### src/rtl/core/srk_pkg.sv
`default_nettype none

package srk_pkg;

  typedef logic signed [31:0] key_t;

  localparam key_t KEY_RESET = 32'sd1000000;
  localparam key_t KEY_MAX   = 32'sh7FFF_FFFF;
  localparam key_t KEY_MIN   = 32'sh8000_0000;

  localparam logic ACT_SET = 1'b0;
  localparam logic ACT_ADD = 1'b1;

  // Signed add clamped to the 32-bit range.
  function automatic key_t sat_add(key_t a, key_t b);
    logic [32:0] s;
    begin
      s = {a[31], a} + {b[31], b};
      if (s[32] != s[31]) begin
        return s[32] ? KEY_MIN : KEY_MAX;
      end
      return key_t'(s[31:0]);
    end
  endfunction

endpackage

`default_nettype wire

### src/rtl/core/srk_cell.sv
`default_nettype none

module srk_cell import srk_pkg::*; #(
  parameter int EW = 3,
  parameter int RESET_ENTRY = 0
) (
  input  logic          clk,
  input  logic          rst,
  input  logic          shift,
  input  logic [EW-1:0] in_entry,
  input  key_t          in_key,
  output logic [EW-1:0] entry,
  output key_t          key
);

  // One slot of the rank-ordered ring: which entry sits here and its key.
  always_ff @(posedge clk) begin
    if (rst) begin
      entry <= EW'(RESET_ENTRY);
      key   <= KEY_RESET;
    end else if (shift) begin
      entry <= in_entry;
      key   <= in_key;
    end
  end

endmodule

`default_nettype wire

### config.mk
export PLATFORM = sky130hd
export DESIGN_NAME = srk_cell
export DESIGN_NICKNAME = d
export VERILOG_FILES = /design/src/rtl/core/srk_pkg.sv /design/src/rtl/core/srk_cell.sv
export SDC_FILE = /design/constraint.sdc
export NUM_CORES = 1
export LEC_CHECK = 0
export BUFFER_PORTS_ARGS = -buffer_cell sky130_fd_sc_hd__buf_2
export CAP_MARGIN = 20
export CORE_ASPECT_RATIO = 0.5
export CORE_MARGIN = 2
export CORE_UTILIZATION = 43
export CTS_BUF_LIST = sky130_fd_sc_hd__clkbuf_8 sky130_fd_sc_hd__clkbuf_16
export CTS_CLUSTER_DIAMETER = 150
export DETAILED_ROUTE_END_ITERATION = 10
export GPL_TIMING_DRIVEN = 0
export PLACE_DENSITY = 0.89
export REMOVE_ABC_BUFFERS = 1
export SLEW_MARGIN = 20
export SYNTH_ARGS = -nofsm -noshare
export SYNTH_HDL_FRONTEND = slang
export SYNTH_SLANG_ARGS = --single-unit
### constraint.sdc
create_clock -name clk -period 1 [get_ports clk]
set_input_delay 0 -clock clk [delete_from_list [all_inputs] [get_ports clk]]
set_output_delay 0 -clock clk [all_outputs]
set_load 0.005 [all_outputs]
# Yosys cells after proc, flatten, opt, wreduce, memory -nomap -nowiden
# Index checks and enable logic that the tools add are counted.
# W data, S select, Z words.
# totals
register_bits	35
inputBits	38
output_inout_bits	35

# Longest topological paths before layout
# Gate-level depths: netlist (run 1).
# depth
ltp_word	0
depth_mapped	4
ltp_nobuf	2

# Worst setup path after synthesis (run 1)
# OpenSTA, ideal clock, no wires.
# synth_path
path_kind	flip-flop to flip-flop
startpoint	register, netlist name key[14]
endpoint	register key[14]
setup_time_ns	0.120
t_arrival_ns	0.652
setup_slack_ns	0.228
path_stages_with_launch	3
path_cell_list	dfxtp_1 and2b_4 a211o_1
# synth_rtl
element	line_no	text
to (signal assigned)	srk_cell.sv:23	key <= in_key;
to (decl)	srk_cell.sv:13	output key_t key

==> flow_metrics.tcl, run 1 <==
set metrics [dict create \
    yosysWarnings 0 \
    fin_crit_ns 0.817 \
    cts_root_buffer "clkbuf_8" \
    finClkSkew_ns 0 \
    clk_pin_slew_ns 0.07 \
    nets 257 \
    hp-class "primary input to register" \
    synth_area_sq_um 1280 \
    min_period_over_period_pct 81.7 \
    use_met2_pct 43.4 \
    clock_latency_ns 0.28 \
    synth_seq_cells 35 \
    track_usage_pct 23.9 \
    fillerInstances 157 \
    p_int_mw 2.49 \
    die_w_um 81.3 \
    grt_pass1_vias 1260 \
    yosysMostFrequentCell "dfxtp_1" \
    synth_area_leaders "dfxtp_1 (55%), mux2i_1 (22%), nor2_1 (8.2%), a211o_1 (4.8%), buf_12 (3.1%)" \
    vias 1212 \
    cap_violations 0 \
    antenna_found_initial 0 \
    reg2reg_depth 2 \
    die-area_sq_um 3470 \
    finalHoldViolCount 0 \
    whs_ns 0.216 \
    peakVddDrop_mv 1.44 \
    cts_buffer_depth 2 \
    p_switching_mw 0.744 \
    grt.overflow.total 0 \
    drive_gt1_share_pct 36.5 \
    wl_per_cell_um 15.2 \
    cp_slowest_cell "dfxtp_1" \
    die_height_um 42.7 \
    synth_top_cell_area_share_pct 54.5 \
    viasPerCell 4.73 \
    n_antenna_cell 0 \
    pwr-share-clk_pct 37.7 \
    grt_pass1_wl_mm 6.12 \
    synth_common_cells "dfxtp_1 (35), mux2i_1 (28), nor2_1 (28)" \
    status "complete, no violations" \
    relSlewSlack_pct 57.3 \
    leakage_nw 1.07 \
    cts.sinks 35 \
    synthCells 113 \
    regArea_sq_um 701 \
    first_pass_iters 4 \
    postRouteAntennaNets 0 \
    path_max_fanout 2 \
    utilization_pct 76.0 \
    top_usage_layer "met2" \
    synthFlopType "dfxtp_1" \
    cts_buffers 5 \
    start_util_pct 47.3 \
    hpwl_mm 1.91 \
    cts_tree "yes" \
    htree_num_levels 2 \
    async_reset_ff_share_pct 0 \
    coreArea_sq_um 2720 \
    start_kind "register" \
    drt_iter0_drc 73 \
    pin_count 73 \
    post-cts-setup-buffers 0 \
    setup_ws_ns 0.183 \
    setup_tns_ns 0 \
    synth_edf_count 0 \
    crit_required_ns 1.17 \
    ys_types 12 \
    syn2layout_area_growth_pct 60.7 \
    ys_seq_area_share_pct 54.5 \
    p_per_area_nw_per_um2 1570 \
    worst-endpoint-arrival_ns 0.99 \
    std_cell_rows 13 \
    drc 0 \
    endpoint_kind "register" \
    comb_power_share_pct 15.2 \
    multiInputGateArea_sq_um 502 \
    grt_max_degree 43 \
    worstMarginPinSlew_ns 0.640 \
    min_path_cells 2 \
    cp_slowest_stage_delay_ns 0.32 \
    gp_congestion 0.631 \
    synth_top_cell_by_area "dfxtp_1" \
    cp_cell_sequence "and2b_4 -> a211o_1" \
    rsz0062_at_grt "no" \
    setup_viol 0 \
    routed_wl_mm 3.90 \
    power_frac_seq_pct 47.1 \
    power_mw 3.23 \
    maxSlewViolCount 0 \
    syn_area_per_cell_sq_um 11.4 \
    gr-usage-met1_pct 26.7 \
    use_met3_pct 5.96 \
    pre_cts_ws_ns -0.398 \
    switching_share_pct 23.0 \
    io_buffer_count 72 \
    path_class "register to register" \
    fmax_mhz 1220 \
]
## worst paths after layout
check,start,slack [ns],end
setup reg to reg,key[14],0.18,key[14]
setup / recovery,key[14],0.18,key[14]
hold reg to reg,key[24],0.49,key[24]
hold / removal,rst,0.22,key[8]
## per-layer routing
| metal | vias up | share of wire, % |
|---|---|---|
| li1 | 585 | - |
| met1 | 574 | 39 |
| met5 | - | 0 |
| met4 | 0 | 1.9 |
| met2 | 45 | 55 |
| met3 | 8 | 4.3 |
## cell usage in the layout, fill, tap and decap left out
cell type / synthesis / final
and2b_4: 2 / 2
a211o_1: 7 / 7
bufinv_16: 0 / 1
buf_2: 1 / 71
buf_4: 0 / 1
nor2b_1: 2 / 2
nor2_1: 28 / 28
mux2i_1: 28 / 28
dfxtp_1: 35 / 35
and2b_1: 3 / 3
dlygate4sd3_1: 0 / 35
clkbuf_8: 0 / 5
inv_1: 0 / 1
## sequential cells by signal, indices dropped and copies added, names as in the netlist
register	flops
entry	3
key	32
## cells by family after synthesis
logic type,Yosys count,synth area share [%]
simple gates,35,12.5
flops,35,54.5
mux,28,21.8
compound gates,7,4.77
buf+inv,8,6.43
## power groups by stage
stage	Combinational, mW	Sequential [mW]	Clock, mW
2_1_floorplan	0.131	1.56	0
3_3_place_gp	0.352	1.54	0
3_5_place_dp	0.365	1.55	0
4_1_cts	0.471	1.52	1.22
5_1_grt	0.531	1.53	1.29
6_report	0.491	1.52	1.22
## worst max-delay path, delay by kind of cell (launching register included)
kind	cells	cell delay (ns)
flops	1	0.32
compound gates	1	0.22
simple gates	1	0.16
## what timing repair did
| item | in CTS | in global routing |
|---|---|---|
| hold endpoints to repair | 35 | 0 |
| setup endpoints to repair | 5 | 0 |
| resized for setup | 1 | 0 |
| hold buffers | 35 | 0 |
## per-stage QoR
| step | instances | area (sq um) |
|---|---|---|
| 2_1_floorplan | 105 | 1200 |
| 3_3_place_gp | 214 | 1610 |
| 3_5_place_dp | 214 | 1610 |
| 4_1_cts | 256 | 2060 |
| 5_1_grt | 256 | 2060 |
| 6_report | 256 | 2060 |
## layout make-up
class,count,area share (%)
clock buffers,5,3.33
clock inverters,2,1.64
multi-input cells,70,24.3
flip-flops and latches,35,33.9
well taps,37,2.24
repair buffers,107,34.5
Note: power is estimated with default switching activity, not from simulation.
==> inputs of run 2 (changes only) <==
==> constraint.sdc (replaced) <==
create_clock -name clk -period 0.8 [get_ports clk]
set_input_delay 0 -clock clk [delete_from_list [all_inputs] [get_ports clk]]
set_output_delay 0 -clock clk [all_outputs]
set_load 0.005 [all_outputs]
==> run 2 against run 1 <==
  * The run now ends with setup timing left
  * Hold slack lost 0.014 ns
  * Final cell count is the same
  * Clock skew is the same
  * Sequential power grew 26%
  * Via count grew 2.6%
  * Design area grew 0.61%
  * Fmax grew 0.28%
==> flow_metrics.tcl, run 2 (synthesis results as in run 1) <==
set metrics [dict create \
    clock_latency_ns 0.28 \
    power_mw 4.06 \
    whs_ns 0.202 \
    crit_cells 2 \
    gp_congestion 0.631 \
    viasPerCell 4.86 \
    start_util_pct 47.3 \
    hpwl_mm 1.91 \
    std_cell_rows 13 \
    cp_cell_sequence "nor2b_1 -> a211o_1" \
    worst-endpoint-arrival_ns 0.99 \
    grt_pass1_vias 1258 \
    fillerInstances 154 \
    p_int_mw 3.12 \
    critPathTopFamily "flip-flops" \
    reg.largest.list "key: 32 flops, entry: 3 flops" \
    mostFrequentLayoutCells "buf_2 (71), dlygate4sd3_1 (35), dfxtp_1 (31), nor2_1 (28), mux2i_1 (27)" \
    pwr-share-clk_pct 37.6 \
    drc 0 \
    drive_gt1_share_pct 38.8 \
    cts_root_buffer "clkbuf_8" \
    clk_pin_slew_ns 0.07 \
    finalInstanceArea_sq_um 2080 \
    cts.sinks 35 \
    multiInputGateArea_sq_um 505 \
    vias 1243 \
    regArea_sq_um 706 \
    cp_slowest_cell "dfxtp_2" \
    cp_slowest_stage_delay_ns 0.32 \
    track_usage_pct 23.9 \
    n_antenna_cell 0 \
    routed_wl_mm 4.00 \
    power_frac_seq_pct 47.1 \
    pre_cts_ws_ns -0.598 \
    rsz0062_at_grt "yes" \
    finalHoldViolCount 0 \
    violations "setup timing" \
    cts_tree "yes" \
    leakage_nw 1.07 \
    crit_required_ns 0.97 \
    worstMarginPinSlew_ns 0.633 \
    switching_share_pct 23.2 \
    setup_ws_ns -0.0147 \
    startpoint "key[19]" \
    die_height_um 42.7 \
    pin_count 73 \
    die_w_um 81.3 \
    min_period_over_period_pct 102 \
    cp-endpoint "key[19]" \
    grt_pass1_wl_mm 6.13 \
    io_buffer_count 72 \
    path_max_fanout 2 \
    cts_buffer_depth 2 \
    p_per_area_nw_per_um2 1960 \
    nets 257 \
    crit_buf_inv 0 \
    postRouteAntennaNets 0 \
    grt.overflow.total 0 \
    finClkSkew_ns 0 \
    wl_per_cell_um 15.6 \
    hp-class "primary input to register" \
    fin_crit_ns 0.815 \
    placed_area_sq_um 1610 \
    drt_iter0_drc 63 \
    r2r-start "key[19]" \
    first_pass_iters 6 \
    reg2reg_depth 2 \
    largest_register "key" \
    fmax_mhz 1230 \
    relSlewSlack_pct 57.8 \
    start_kind "register" \
    post-cts-setup-buffers 0 \
    endpoint_kind "register" \
    reg2reg_slack_ns -0.01 \
    antenna_found_initial 0 \
    syn2layout_area_growth_pct 61.6 \
    comb_power_share_pct 15.3 \
    path_class "register to register" \
    cap_violations 0 \
    status "complete, but fails checks" \
    htree_num_levels 2 \
    r2r-end "key[19]" \
    utilization_pct 76.5 \
    setup_viol 4 \
    coreArea_sq_um 2720 \
    maxSlewViolCount 0 \
    peakVddDrop_mv 1.80 \
    cts_buffers 5 \
    die-area_sq_um 3470 \
    layout_commonest_cell "buf_2" \
    p_switching_mw 0.940 \
    largest_reg_flops 32 \
    grt_max_degree 43 \
]
==> run 2: layout make-up <==
| cell class | instances | share of cell area, % |
|---|---|---|
| flip-flops and latches | 35 | 34.0 |
| clock inverters | 2 | 1.63 |
| multi-input cells | 70 | 24.3 |
| well taps | 37 | 2.23 |
| repair buffers | 107 | 34.5 |
| clock buffers | 5 | 3.31 |
==> run 2: worst min-delay path by stage <==
| stage | from | endpoint | depth (start not counted) |
|---|---|---|---|
| after floorplan | rst | entry[0] | 1 |
| after global placement | in_key[14] | key[14] | 2 |
| after detailed placement | in_key[16] | key[16] | 2 |
| after CTS | rst | key[11] | 2 |
| after global routing | shift | key[8] | 3 |
| final | shift | key[11] | 3 |
==> run 2: layer usage <==
layer	wire length, um	vias to the layer above	global-route usage [%]	part of all wire [%]
li1	-	586	-	-
met5	0	-	0	0
met4	156	0	9.49	3.9
met2	2140	45	43.3	53
met1	1530	592	27.0	38
met3	178	20	5.96	4.4
==> run 2: per-stage QoR <==
step | instances | TNS, ns
floorplan | 105 | 0
global placement | 214 | -14.69
detailed placement | 214 | -16.03
CTS | 256 | -0.0101
global route | 256 | -0.156
finish | 256 | -0.0462
==> run 2: power groups by stage <==
stage / clock, mW / combinational, mW / sequential (mW)
final: 1.53 / 0.621 / 1.91
after global routing: 1.61 / 0.669 / 1.92
after CTS: 1.52 / 0.589 / 1.90
after detailed placement: 0 / 0.456 / 1.94
after global placement: 0 / 0.440 / 1.93
after floorplan: 0 / 0.163 / 1.95
==> run 2: worst reg2reg max path, stage by stage, from the launching register on <==
cell     delay, ns
dfxtp_2       0.32
nor2b_1       0.14
a211o_1       0.24
==> run 2: what timing repair did <==
item / CTS / global route
endpoints found under the hold margin: 35 / 0
pin swaps: 0 / 0
hold buffers: 35 / 0
endpoints found under the setup margin: 35 / 8
resized for setup: 1 / 6
